`src/rtl/lab_pkg.sv`:
```
// Package with the shared types, constants and lookup tables of the sRGB to L*a*b* converter.
package lab_pkg;

  localparam int STAGES = 8;
  localparam int CH_W   = 8;
  localparam int LIN_W  = 17;
  localparam int COEF_W = 20;
  localparam int PROD_W = COEF_W + LIN_W;
  localparam int ACC_W  = PROD_W + 2;
  localparam int XYZ_W  = 17;
  localparam int F_W    = 17;
  localparam int NUM_W  = 26;
  localparam int RCP_W  = 27;
  localparam int RCP_SH = 38;
  localparam int RAW_W  = 28;
  localparam int L_W    = 15;
  localparam int AB_W   = 16;

  localparam logic [XYZ_W-1:0] XYZ_MAX = 17'd131071;

  // Largest normalised value that still takes the linear segment of f().
  localparam longint unsigned LIN_LIMIT_L = (64'd216 * 64'd65536) / 64'd24389;
  localparam logic [XYZ_W-1:0] LIN_LIMIT  = XYZ_W'(LIN_LIMIT_L);
  localparam logic [14:0] LIN_MUL = 15'd24389;
  localparam logic [NUM_W-1:0] LIN_OFS = 26'd28313118;
  // Reciprocal of 3132 for an exact quotient of any 26-bit numerator.
  localparam longint unsigned RCP_L = ((64'd1 << RCP_SH) + 64'd3131) / 64'd3132;
  localparam logic [RCP_W-1:0] LIN_RCP = RCP_W'(RCP_L);

  localparam longint unsigned WX2 = 64'd1928442000;
  localparam longint unsigned WY2 = 64'd2000000000;
  localparam longint unsigned WZ2 = 64'd1650422000;

  localparam longint unsigned M00 = ((64'd436052025 << 21) + WX2 / 2) / WX2;
  localparam longint unsigned M01 = ((64'd385081593 << 21) + WX2 / 2) / WX2;
  localparam longint unsigned M02 = ((64'd143087414 << 21) + WX2 / 2) / WX2;
  localparam longint unsigned M10 = ((64'd222491598 << 21) + WY2 / 2) / WY2;
  localparam longint unsigned M11 = ((64'd716886060 << 21) + WY2 / 2) / WY2;
  localparam longint unsigned M12 = ((64'd60621486 << 21) + WY2 / 2) / WY2;
  localparam longint unsigned M20 = ((64'd13929122 << 21) + WZ2 / 2) / WZ2;
  localparam longint unsigned M21 = ((64'd97097002 << 21) + WZ2 / 2) / WZ2;
  localparam longint unsigned M22 = ((64'd714185470 << 21) + WZ2 / 2) / WZ2;

  typedef logic [COEF_W-1:0] coef_t [3][3];
  localparam coef_t MTX = '{
    '{COEF_W'(M00), COEF_W'(M01), COEF_W'(M02)},
    '{COEF_W'(M10), COEF_W'(M11), COEF_W'(M12)},
    '{COEF_W'(M20), COEF_W'(M21), COEF_W'(M22)}
  };

  typedef logic [2:0][XYZ_W-1:0] xyz_vec_t;
  typedef logic [LIN_W-1:0] lin_rom_t [256];
  typedef logic [F_W-1:0] cbrt_rom_t [513];

  function automatic lin_rom_t build_lin_rom();
    lin_rom_t rom;
    longint unsigned n;
    longint unsigned t;
    longint unsigned s;
    longint unsigned lo;
    longint unsigned hi;
    longint unsigned mid;
    longint unsigned p2;
    longint unsigned p4;
    for (int c = 0; c < 256; c++) begin
      if (c <= 10) begin
        rom[c] = LIN_W'((longint'(c) * 64'd13107200 + 64'd329460) / 64'd658920);
      end else begin
        n = 64'd1000 * longint'(c) + 64'd14025;
        t = ((n << 31) + 64'd134512) / 64'd269025;
        s = (t * t + (64'd1 << 29)) >> 30;
        lo = 0;
        hi = 64'd1 << 24;
        while (lo < hi) begin
          mid = (lo + hi + 1) >> 1;
          p2 = (mid * mid) >> 24;
          p4 = (p2 * p2) >> 24;
          if (((p4 * mid) >> 16) <= s) lo = mid;
          else hi = mid - 1;
        end
        rom[c] = LIN_W'((s * lo + (64'd1 << 39)) >> 40);
      end
    end
    return rom;
  endfunction

  function automatic cbrt_rom_t build_cbrt_rom();
    cbrt_rom_t rom;
    longint unsigned n;
    longint unsigned lo;
    longint unsigned hi;
    longint unsigned mid;
    longint unsigned h;
    for (int i = 0; i <= 512; i++) begin
      n = longint'(i) << 40;
      lo = 0;
      hi = 64'd1 << 17;
      while (lo < hi) begin
        mid = (lo + hi + 1) >> 1;
        if (mid * mid * mid <= n) lo = mid;
        else hi = mid - 1;
      end
      h = 2 * lo + 1;
      if (h * h * h <= 8 * n) lo = lo + 1;
      rom[i] = F_W'(lo);
    end
    return rom;
  endfunction

  localparam lin_rom_t  LIN_ROM  = build_lin_rom();
  localparam cbrt_rom_t CBRT_ROM = build_cbrt_rom();

endpackage

```
`src/rtl/lab_out.sv`:
```
// Output stages forming L*, a* and b* from the f() values, with rounding and saturation.
module lab_out (
  input  logic                              clk,
  input  logic [1:0]                        en,
  input  logic [lab_pkg::F_W-1:0]           fx,
  input  logic [lab_pkg::F_W-1:0]           fy,
  input  logic [lab_pkg::F_W-1:0]           fz,
  output logic [lab_pkg::L_W-1:0]           lightness,
  output logic signed [lab_pkg::AB_W-1:0]   green_red_axis,
  output logic signed [lab_pkg::AB_W-1:0]   blue_yellow_axis
);
  import lab_pkg::*;

  logic signed [RAW_W-1:0] sx;
  logic signed [RAW_W-1:0] sy;
  logic signed [RAW_W-1:0] sz;
  logic signed [RAW_W-1:0] l_raw;
  logic signed [RAW_W-1:0] a_raw;
  logic signed [RAW_W-1:0] b_raw;
  logic signed [RAW_W-9:0] l_r;
  logic signed [RAW_W-9:0] a_r;
  logic signed [RAW_W-9:0] b_r;

  always_comb begin
    sx = $signed(RAW_W'(fx));
    sy = $signed(RAW_W'(fy));
    sz = $signed(RAW_W'(fz));
  end

  always_ff @(posedge clk) begin
    if (en[0]) begin
      l_raw <= RAW_W'(28'sd116 * sy - 28'sd1048576);
      a_raw <= RAW_W'(28'sd500 * (sx - sy));
      b_raw <= RAW_W'(28'sd200 * (sy - sz));
    end
  end

  // Rounding is half towards plus infinity, an arithmetic shift after adding half.
  always_comb begin
    l_r = (RAW_W-8)'((l_raw + 28'sd128) >>> 8);
    a_r = (RAW_W-8)'((a_raw + 28'sd128) >>> 8);
    b_r = (RAW_W-8)'((b_raw + 28'sd128) >>> 8);
  end

  always_ff @(posedge clk) begin
    if (en[1]) begin
      if (l_r < 0) lightness <= '0;
      else if (l_r > 20'sd25600) lightness <= 15'd25600;
      else lightness <= L_W'(l_r);
      if (a_r < -20'sd32768) green_red_axis <= 16'sh8000;
      else if (a_r > 20'sd32767) green_red_axis <= 16'sh7FFF;
      else green_red_axis <= AB_W'(a_r);
      if (b_r < -20'sd32768) blue_yellow_axis <= 16'sh8000;
      else if (b_r > 20'sd32767) blue_yellow_axis <= 16'sh7FFF;
      else blue_yellow_axis <= AB_W'(b_r);
    end
  end

endmodule

```
`config.mk`:
```
export PLATFORM = sky130hd
export DESIGN_NAME = lab_out
export DESIGN_NICKNAME = d
export VERILOG_FILES = /design/src/rtl/lab_pkg.sv /design/src/rtl/lab_out.sv
export SDC_FILE = /design/constraint.sdc
export NUM_CORES = 1
export LEC_CHECK = 0
export ABC_AREA = 1
export BUFFER_PORTS_ARGS = -buffer_cell sky130_fd_sc_hd__buf_2
export CAP_MARGIN = 20
export CORE_UTILIZATION = 42
export CTS_BUF_LIST = sky130_fd_sc_hd__clkbuf_4
export DETAILED_ROUTE_END_ITERATION = 7
export SLEW_MARGIN = 10
export SYNTH_ARGS = -nofsm -noshare
export SYNTH_HDL_FRONTEND = slang
export SYNTH_SLANG_ARGS = --single-unit
```
`constraint.sdc`:
```
create_clock -name clk -period 7.3 [get_ports clk]
set_clock_uncertainty 0.1 [all_clocks]
set_input_delay 0.73 -clock clk [delete_from_list [all_inputs] [get_ports clk]]
set_output_delay 0.73 -clock clk [all_outputs]
set_load 0.03 [all_outputs]
```
# Word level (Yosys, flattened, before mapping)
# Index checks and enable logic that the tools add are counted.
totals:
  ff_bits: 126
  elab_cells: 26
op_classes:
  n_addsub: 6
  n_mul: 3
  n_lt_le_gt_ge: 6
  mux: 3
  reduce_logical: 1
ops:
  columns: ["cell", "count"]
  rows:
  - ["adder 28 x 9 -> 28 bit (second input constant)", 3]
  - ["> comparator 20 x 16 -> 1 bit (second input constant)", 3]
  - ["less-than comparator 20 x 16 -> 1 bit (second input constant)", 2]
  - ["subtractor 17 x 17 -> 18 bit", 2]
  - ["two-way mux 16 bit", 2]
  - ["multiplier 8 x 18 -> 26 bit (first input constant)", 1]
  - ["subtractor 24 x 21 -> 25 bit (second input constant)", 1]
  - ["multiplier 6 x 18 -> 24 bit (first input constant)", 1]
  - ["multiplier 5 x 17 -> 22 bit (first input constant)", 1]
  - ["less-than comparator 20 x 1 -> 1 bit (second input constant)", 1]
  - ["two-way mux 15 bit", 1]
  - ["OR reduction 2 bit", 1]

# Logic depth before layout (Yosys ltp)
# Gate-level depths: netlist of the first run.
logic_depth:
  depth_word: 3
  mapped_depth: 31

# Worst setup path after synthesis of the first run
# No wires, ideal clock.
synth_path:
  path_type: "input port to flip-flop"
  start: "in fx[0] (netlist name)"
  end: "reg a_raw[23], data pin"
  setup_ps: 259
  arrival_time_ps: 5575
  slack_ps: 1366
  cell_stages: 29
  n_path_buf: 0
  path_cell_list: "inv_1 -> ha_1 -> fa_1 -> nand3b_1 -> nand2_1 -> a21oi_2 -> o21bai_1 -> xnor2_1 -> inv_1 -> ha_1 -> inv_1 -> nand2_1 -> nand2_1 -> fa_1 -> inv_1 -> fa_1 -> inv_1 -> fa_1 -> inv_1 -> ha_1 -> nand2_1 -> nor4_1 -> nand2_1 -> nand2_1 -> nand3_1 -> nand2_1 -> nand2_1 -> nand2_1 -> xor2_1"
synth_between:
  elab_chain_len: 2
synth_lines:
  columns: ["element", "line", "text"]
  rows:
  - ["start, declared", "lab_out.sv:5", "input logic [lab_pkg::F_W-1:0] fx,"]
  - ["subtractor 17 x 17 -> 18 bit", "lab_out.sv:33", "a_raw <= RAW_W'(28'sd500 * (sx - sy));"]
  - ["multiplier 8 x 18 -> 26 bit", "lab_out.sv:33", null]
  - ["end signal, assigned", "lab_out.sv:33", null]
  - ["end, declared", "lab_out.sv:18", "logic signed [RAW_W-1:0] a_raw;"]
# Every way passes these cells.
# A chain may end at the register's enable or synchronous reset.

# Worst setup path in the final report of the first run
layout_path:
  start: "in fy[7] (netlist name)"
  end: "reg a_raw[27], data pin"
layout_between:
  elab_chain_len: 2
layout_lines:
  columns: ["element", "line", "text"]
  rows:
  - ["start, declared", "lab_out.sv:6", "input logic [lab_pkg::F_W-1:0] fy,"]
  - ["subtractor 17 x 17 -> 18 bit", "lab_out.sv:33", null]
  - ["multiplier 8 x 18 -> 26 bit", "lab_out.sv:33", null]
# Every way passes these cells.

==> results of run 1 <==
==> layout make-up <==
class                      instances  share of cell area
multi-input combinational       1268               0.621
sequential                       106               0.205
inverter                         398              0.0960
tap                              448              0.0360
timing repair buffer             102              0.0331
clock inverter                     7             0.00507
clock buffer                       9             0.00434
antenna                            1            0.000161
==> state kept, by name (all words and copies together), names as in the netlist <==
name,flops
l_raw,18
lightness,15
a_raw,21
b_raw,20
blue_yellow_axis,16
green_red_axis,16
==> metrics by stage <==
step                hold slack, ns   util
global placement             0.587  0.458
floorplan                    0.473      -
detailed placement           0.591  0.458
global route                 0.641  0.463
finish                       0.628  0.463
CTS                          0.627  0.463
==> cells in the final DEF, fill, tap and decap left out, types with 9 or more instances in the layout <==
cell	Yosys	final
inv_1	393	393
nand2_1	346	346
ha_1	196	196
nor2_1	113	113
edfxtp_1	106	106
fa_1	103	103
buf_2	1	100
nand3_1	96	96
a21oi_1	95	95
xor2_1	86	86
o21ai_0	36	36
xnor2_1	30	30
nor3_1	25	25
nand4_1	20	20
o21bai_1	16	16
nor2_2	16	16
a21oi_2	12	12
a21o_1	12	12
nor3_2	10	10
clkbuf_4	0	9
==> synth_stat cells (16+ instances only) <==
cell type | instances | area, um^2
inv_1 | 393 | 1480
nand2_1 | 346 | 1300
ha_1 | 196 | 2450
nor2_1 | 113 | 424
edfxtp_1 | 106 | 3180
fa_1 | 103 | 2060
nand3_1 | 96 | 480
a21oi_1 | 95 | 475
xor2_1 | 86 | 753
o21ai_0 | 36 | 180
xnor2_1 | 30 | 263
nor3_1 | 25 | 125
nand4_1 | 20 | 125
nor2_2 | 16 | 100
o21bai_1 | 16 | 120
==> cells by family (layout without fill, tap and decap cells) <==
family / Yosys count / count (layout) / share of synthesized area
compound gates: 198 / 198 / 0.0829
xor+xnor: 118 / 118 / 0.0729
fa+ha+maj: 299 / 299 / 0.314
buf+inv: 404 / 516 / 0.107
flops: 106 / 106 / 0.221
mux: 1 / 1 / 0.00104
other cells: 1 / 3 / 0.000261
simple gates: 650 / 650 / 0.200
==> critical path: cells and delay by family <==
family	cells	cell delay, ns
xor+xnor	1	0.31
buf+inv	7	0.73
simple gates	10	1.27
fa+ha+maj	6	2.57
compound gates	4	0.80
==> per-layer routing <==
layer  routed length, um  global-route usage
met3                1100              0.0159
met1               16600               0.280
met2               12200               0.258
met4                 395              0.0422
met5                   0                   0
==> how the worst max path moves through the flow <==
stage	end	from
after global routing	a_raw[27]$_DFFE_PP_	fy[7]
after detailed placement	a_raw[27]$_DFFE_PP_	fy[7]
after global placement	a_raw[27]$_DFFE_PP_	fx[0]
after CTS	a_raw[27]$_DFFE_PP_	fy[7]
final	a_raw[27]$_DFFE_PP_	fy[7]
after floorplan	a_raw[23]$_DFFE_PP_	fx[0]
==> impl_results.md, run 1 <==
* Synth Register Bits at roughly 110
* Status: completed
* # resized after CTS at 0
* Fmax at 159 MHz
* Worst reg2reg endpoint: green_red_axis[1]$_SDFFCE_PP0P_
* Startpoint of the worst hold path: a_raw[27]$_DFFE_PP_
* Tcrit/Tclk final at 0.859
* Synth Instances at ~1800
* Maxcap violations at 0
* Die Ht at around 190 um
* Hpwl dp at 26.6 mm
* Area after DPL at 15400 um^2
* Mean post-synth cell area at 8.09 um^2
* FP Rows at 67
* Clk Tree Root Cell: clkbuf_4
* Number of enable flip-flop cells after synthesis at 106
* TritonRoute pass-1 iters at 5
* YS warnings at 0
* Crit end category: register
* Core area at 33600 um^2
* WP data arrival at 6.43 ns
* Htree depth at 3
* CP max-delay cell: fa_1
* Largest net degree at the start of global routing at 60
* Min-Delay Endpoint: green_red_axis[15]$_SDFFCE_PP1P_
* GRT Residual Overflow at 0
* Filler cells at ~3400
* Top_reg_cell synth: edfxtp_1
* Post-route cell area at 15600 um^2
* Slew HR at 0.353
* CTS Buf Count at 9
* Hold Vio Cnt, Final at 0
* Delay of the slowest critical-path stage at 0.53 ns
* CTS Hold Bufs at 0
* Reg area at between 3000 and 4000 um^2
* Area of the multi-input gates at 9660 um^2
* R2R depth at 7
* Initial antenna violation count at 1
* Vias at around 11000
* Area Overhead vs Synth at 8.23%
* Fin nets at 2238
* Share of synthesized registers carrying an async set or reset at 0
* WP data required at about 7.5 ns
* Non-Filler Instances at 2339
* Sequential share of the synthesized area at 0.221
* Crit Path Category: input port to register
* RR Startpoint: a_raw[7]$_DFFE_PP_
* Vias in the first global route at 10500
* Final Wtd Congestion at 0.914
* Setup violations, final at 0
* Element type at the critical path start: input port
* First-pass GRT wire length at about 51 mm
* Cell Area, Synth at 14400 um^2
* Max FO, Critical Path at 5
* Hold path depth at 2
* Final min period at between 6 and 7 ns
* GRT Util Overall at 0.177
* Place WS at 0.481 ns
* Clk sinks at 106
* Final-report max-slew violation count at 0
* Reg clk slew, reported paths at 0.17 ns
* Share of cells above drive strength 1 at 0.0963
* Placed cell count at 2322
* Crit path top cell by count: nand2_1
* Setup TNS at 0 ns
* Port buffer count at 100
* Final WS setup at ~1 ns
* CTS Buffer Depth at 2
* Post-CTS Setup Bufs at 0
* Post-DR vias/cell at 4.79
* Wire per inst at between 10 and 15 um
* ANT nets after route at 0
* CTS tree: yes
* Routed WL at 30.3 mm
* Starting Density at 0.428
* Tightest Pin Transition at 0.971 ns
* DIE WIDTH at 187 um
* Hold Path Class: register to register
* Reg-to-reg slack, setup at about 4.8 ns
* Io pins at 101
* Yosys cell types at 56
* Later-pin clock latency in the skew report at 0.49 ns
* DIE AREA at approximately 35000 um^2
* RSZ-0062 raised after global routing: no
* Iteration-0 DRC Markers at 637
* Drt drc at 0
Power of run 1 is left out: the tool's default activity adds up to more than one toggle a clock period on the data nets, which glitch-free logic cannot reach.
==> run 2, diff against run 1 <==
--- a/config.mk
+++ b/config.mk
@@ -8,9 +8,10 @@
 export ABC_AREA = 1
 export BUFFER_PORTS_ARGS = -buffer_cell sky130_fd_sc_hd__buf_2
 export CAP_MARGIN = 20
-export CORE_UTILIZATION = 42
+export CORE_UTILIZATION = 55
 export CTS_BUF_LIST = sky130_fd_sc_hd__clkbuf_4
 export DETAILED_ROUTE_END_ITERATION = 7
+export PLACE_DENSITY = 0.74
 export SLEW_MARGIN = 10
 export SYNTH_ARGS = -nofsm -noshare
 export SYNTH_HDL_FRONTEND = slang
==> impl_results.md, run 2 (synthesized netlist as in run 1, its figures left out) <==
* Cell Chain, Critical Path: buf_2 > inv_1 > ha_1 > a21oi_1 > nand2_1 > a21oi_2 > xor2_1 > fa_1 > fa_1 > fa_1 > inv_1 > fa_1 > inv_1 > ha_1 > a21oi_1 > o21ai_0 > a21oi_1 > nand2_1 > nand3_1 > nand2_1 > nand2_1 > nand2_1 > xor2_1
* Routed WL at 29.4 mm (-3.1%)
* Starting Density at 0.566 (+0.138)
* Element type at the critical path start: input port
* DIE WIDTH at 164 um (-12%)
* GRT Residual Overflow at 0 (unchanged)
* WP data arrival at 6.24 ns (-0.19 ns)
* Final Wtd Congestion at 0.951 (+4.0%)
* Final WS setup at 1.23 ns (+0.202 ns)
* Fmax at 165 MHz (+3.3%)
* Die Ht at 164 um (-12%)
* Io pins at 101 (unchanged)
* Tcrit/Tclk final at 0.831 (-0.0277)
* Most frequent cells in the layout: inv_1 (393), nand2_1 (346), ha_1 (196)
* Crit end category: register
* Setup TNS at 0 ns (unchanged)
* Clk Tree Root Cell: clkbuf_4
* Port buffer count at 100 (unchanged)
* Reg clk slew, reported paths at 0.18 ns (about the same)
* Hold Vio Cnt, Final at 0 (unchanged)
* Largest net degree at the start of global routing at 60 (unchanged)
* Wire per inst at 13.2 um (+2.0%)
* First-pass GRT wire length at 49.5 mm (-3.5%)
* Most common cell after layout, fill and taps aside: inv_1
* Top reg by flops: a_raw
* Max reg flops at 21 (unchanged)
* Crit path max-delay family: adder cells
* CTS tree: yes
* Crit Path Category: input port to register
* Post-layout util at 0.607 (+0.144)
* Vias in the first global route at 10400 (-0.85%)
* Post-route cell area at 15400 um^2 (-0.88%)
* RSZ-0062 raised after global routing: no
* Area after DPL at 15300 um^2 (-0.96%)
* CTS Buf Count at 9 (unchanged)
* Tightest Pin Transition at 0.935 ns (-0.0362 ns)
* CTS Hold Bufs at 0 (unchanged)
* Htree depth at 3 (unchanged)
* Core area at 25400 um^2 (-24%)
* Initial antenna violation count at 2 (+1)
* Later-pin clock latency in the skew report at 0.49 ns (about the same)
* Post-DR vias/cell at 5.10 (+6.4%)
* Slew HR at 0.377 (+0.0241)
* Area Overhead vs Synth at 7.27%
* DIE AREA at 26800 um^2 (-23%)
* Place WS at 0.724 ns (+0.243 ns)
* Share of cells above drive strength 1 at 0.0958 (-0.000529)
* WP data required at 7.47 ns (about the same)
* Hold Path Class: register to register
* # resized after CTS at 0 (unchanged)
* Reg-to-reg slack, setup at 4.78 ns (+0.03 ns)
* Iteration-0 DRC Markers at 777 (+22%)
* ANT nets after route at 0 (unchanged)
* Vias at 11300 (+1.1%)
* Biggest regs: a_raw (21), b_raw (20), l_raw (18)
* Max FO, Critical Path at 6 (+1)
* Setup violations, final at 0 (unchanged)
* Status: completed
* Critical path buffer and inverter count at 4 (-3)
* FP Rows at 58 (-13%)
* Final-report max-slew violation count at 0 (unchanged)
* Delay of the slowest critical-path stage at 0.62 ns (+0.09 ns)
* CP max-delay cell: xor2_1
* Fin nets at 2238 (unchanged)
* Crit path top cell by count: nand2_1
* Hpwl dp at 25.8 mm (-3.2%)
* TritonRoute pass-1 iters at 6 (+1)
* Drt drc at 0 (unchanged)
* Post-CTS Setup Bufs at 0 (unchanged)
* CTS Buffer Depth at 2 (unchanged)
* GRT Util Overall at 0.229 (+0.0514)
* Clk sinks at 106 (unchanged)
* Maxcap violations at 0 (unchanged)
* Final min period at 6.07 ns (-0.202 ns)
[run 2: path summary, 6_finish.rpt]
kind	end	cells past startpoint	from
worst min register to register	blue_yellow_axis[5]$_SDFFCE_PP0P_	4	b_raw[13]$_DFFE_PP_
worst max register to register	green_red_axis[3]$_SDFFCE_PP0P_	7	a_raw[8]$_DFFE_PP_
worst min-delay path	blue_yellow_axis[5]$_SDFFCE_PP0P_	4	b_raw[13]$_DFFE_PP_
worst max-delay path	a_raw[23]$_DFFE_PP_	23	fy[2]
[run 2: cell type report]
| type | count | area (um^2) |
|---|---|---|
| Clock inverter | 7 | 86.3 |
| Multi-Input combinational cell | 1268 | 9660 |
| Timing Repair Buffer | 102 | 515 |
| Inverter | 398 | 1490 |
| Clock buffer | 9 | 67.6 |
| Antenna cell | 2 | 5.00 |
| Fill cell | 2274 | 9980 |
| Sequential cell | 106 | 3180 |
| Tap cell | 330 | 413 |
[run 2: worst min-delay path, delay by kind of cell (launching register included)]
family,cells,cell delay [ns]
flip-flops,1,0.42
AND/OR/NAND/NOR,2,0.10
XOR/XNOR,1,0.08
buffers and inverters,1,0.04
[run 2: layer usage]
metal,share of wire,vias up,GRT usage
met5,0,-,0
met4,0.015,0,0.0551
met3,0.047,30,0.0185
li1,-,5885,-
met2,0.42,276,0.339
met1,0.52,5131,0.357
[run 2: stage by stage]
step	hold slack (ns)	instances
4_1_cts	0.638	2220
3_3_place_gp	0.589	2204
2_1_floorplan	0.473	1778
6_report	0.639	2222
5_1_grt	0.665	2222
3_5_place_dp	0.596	2204
Power of run 2 is left out for the same reason.
==> run 3, diff against run 2 <==
==> constraint.sdc (replaced) <==
create_clock -name clk -period 6.1 [get_ports clk]
set_clock_uncertainty 0.1 [all_clocks]
set_input_delay 0.61 -clock clk [delete_from_list [all_inputs] [get_ports clk]]
set_output_delay 0.61 -clock clk [all_outputs]
set_load 0.03 [all_outputs]
==> impl_results.md, run 3 (synthesized netlist as in run 1, its figures left out) <==
* Hold Path Class: register to register
* WP data required at 6.25 ns (-1.22 ns)
* Hold Vio Cnt, Final at 0 (unchanged)
* WP data arrival at 5.89 ns (-0.35 ns)
* Iteration-0 DRC Markers at 702 (-9.7%)
* Core area at 25400 um^2 (unchanged)
* Top reg by flops: a_raw
* Fin nets at 2287 (+2.2%)
* DIE WIDTH at 164 um (unchanged)
* First-pass GRT wire length at 50.2 mm (+1.5%)
* CTS Buf Count at 9 (unchanged)
* Area Overhead vs Synth at 9.92%
* Clk Tree Root Cell: clkbuf_4
* Maxcap violations at 0 (unchanged)
* Reg clk slew, reported paths at 0.16 ns (-0.02 ns)
* Starting Density at 0.566 (unchanged)
* Post-CTS Setup Bufs at 0 (unchanged)
* Crit end category: register
* GRT Residual Overflow at 0 (unchanged)
* Clk sinks at 106 (unchanged)
* Crit Path Category: input port to register
* CTS tree: yes
* Drt drc at 0 (unchanged)
* Port buffer count at 100 (unchanged)
* Element type at the critical path start: input port
* Final min period at about 5.7 ns
* RSZ-0062 raised after global routing: no
* Setup violations, final at 0 (unchanged)
* Delay of the slowest critical-path stage at 0.55 ns (-0.07 ns)
* Hpwl dp at 26.7 mm (+3.7%)
* DIE AREA at 26800 um^2 (unchanged)
* Io pins at 101 (unchanged)
* GRT Util Overall at 0.232 (+0.00382)
* Htree depth at 3 (unchanged)
* Largest net degree at the start of global routing at 60 (unchanged)
* Share of cells above drive strength 1 at 0.121 (+0.0249)
* TritonRoute pass-1 iters at 5 (-1)
* Tightest Pin Transition at 0.927 ns (-0.00747 ns)
* ANT nets after route at 0 (unchanged)
* Setup TNS at 0 ns (unchanged)
* Routed WL at 30.2 mm (+2.7%)
* FP Rows at 58 (unchanged)
* CP max-delay cell: fa_1
* Wire per inst at 13.3 um (+0.58%)
* Max FO, Critical Path at 4 (-2)
* Biggest regs: a_raw (21), b_raw (20), l_raw (18)
* Later-pin clock latency in the skew report at 0.47 ns (-0.02 ns)
* Most frequent cells in the layout: inv_1 (393), nand2_1 (346), ha_1 (196)
* Slew HR at 0.382 (+0.00498)
* Most common cell after layout, fill and taps aside: inv_1
* Vias in the first global route at 10700 (+2.8%)
* Tcrit/Tclk final at 0.942
* Max reg flops at 21 (unchanged)
* Reg-to-reg slack, setup at 3.57 ns (-1.21 ns)
* Final Wtd Congestion at 0.907 (-4.6%)
* Die Ht at 164 um (unchanged)
* Status: completed
* Initial antenna violation count at 1 (-1)
* Fmax at 174 MHz
* CTS Buffer Depth at 2 (unchanged)
* Final-report max-slew violation count at 0 (unchanged)
* Post-DR vias/cell at 5.08 (-0.25%)
* Vias at 11500 (+1.9%)
[run 3: cell type report]
cell class              instances  area, um^2
multi-input cells            1268        9670
clock buffers                   9        67.6
diodes                          1        2.50
well taps                     330         413
repair buffers                151         883
flip-flops and latches        106        3180
fillers                      2278        9600
inverters                     398        1490
clock inverters                 7        85.1
[run 3: critical path, delay by kind of cell]
| kind | cells | cell delay [ns] |
|---|---|---|
| simple gates | 6 | 0.73 |
| fa+ha+maj | 7 | 3.05 |
| xor+xnor | 1 | 0.08 |
| compound gates | 6 | 0.94 |
| buf+inv | 7 | 0.50 |
[run 3: metrics by stage]
step                 util  instance area, um^2  instances  hold WS [ns]  setup slack (ns)
floorplan               -                14400       1778         0.473             0.286
finish              0.622                15800       2270         0.597             0.355
detailed placement  0.615                15600       2253         0.555            -0.231
global placement    0.615                15600       2253         0.556            -0.112
CTS                 0.621                15800       2269         0.590             0.284
global route        0.622                15800       2270         0.627            0.0421
[run 3: repair_timing]
action	CTS	global route
hold buffers	0	0
resized for setup	0	3
setup endpoints to repair	0	6
hold endpoints to repair	0	0
[run 3: path summary, 6_finish.rpt]
path	startpoint	endpoint	depth (start not counted)
worst max-delay path	fx[0]	a_raw[26]$_DFFE_PP_	27
worst max register to register	a_raw[7]$_DFFE_PP_	green_red_axis[1]$_SDFFCE_PP0P_	7
worst min-delay path	a_raw[27]$_DFFE_PP_	green_red_axis[15]$_SDFFCE_PP1P_	2
worst min register to register	a_raw[27]$_DFFE_PP_	green_red_axis[15]$_SDFFCE_PP1P_	2
[run 3: layer usage]
metal | up-vias | part of all wire | track usage
met5 | - | 0 | 0
met4 | 0 | 0.014 | 0.0497
met3 | 23 | 0.046 | 0.0188
met2 | 279 | 0.43 | 0.365
met1 | 5246 | 0.51 | 0.348
li1 | 5990 | - | -
Power of run 3 is left out for the same reason.
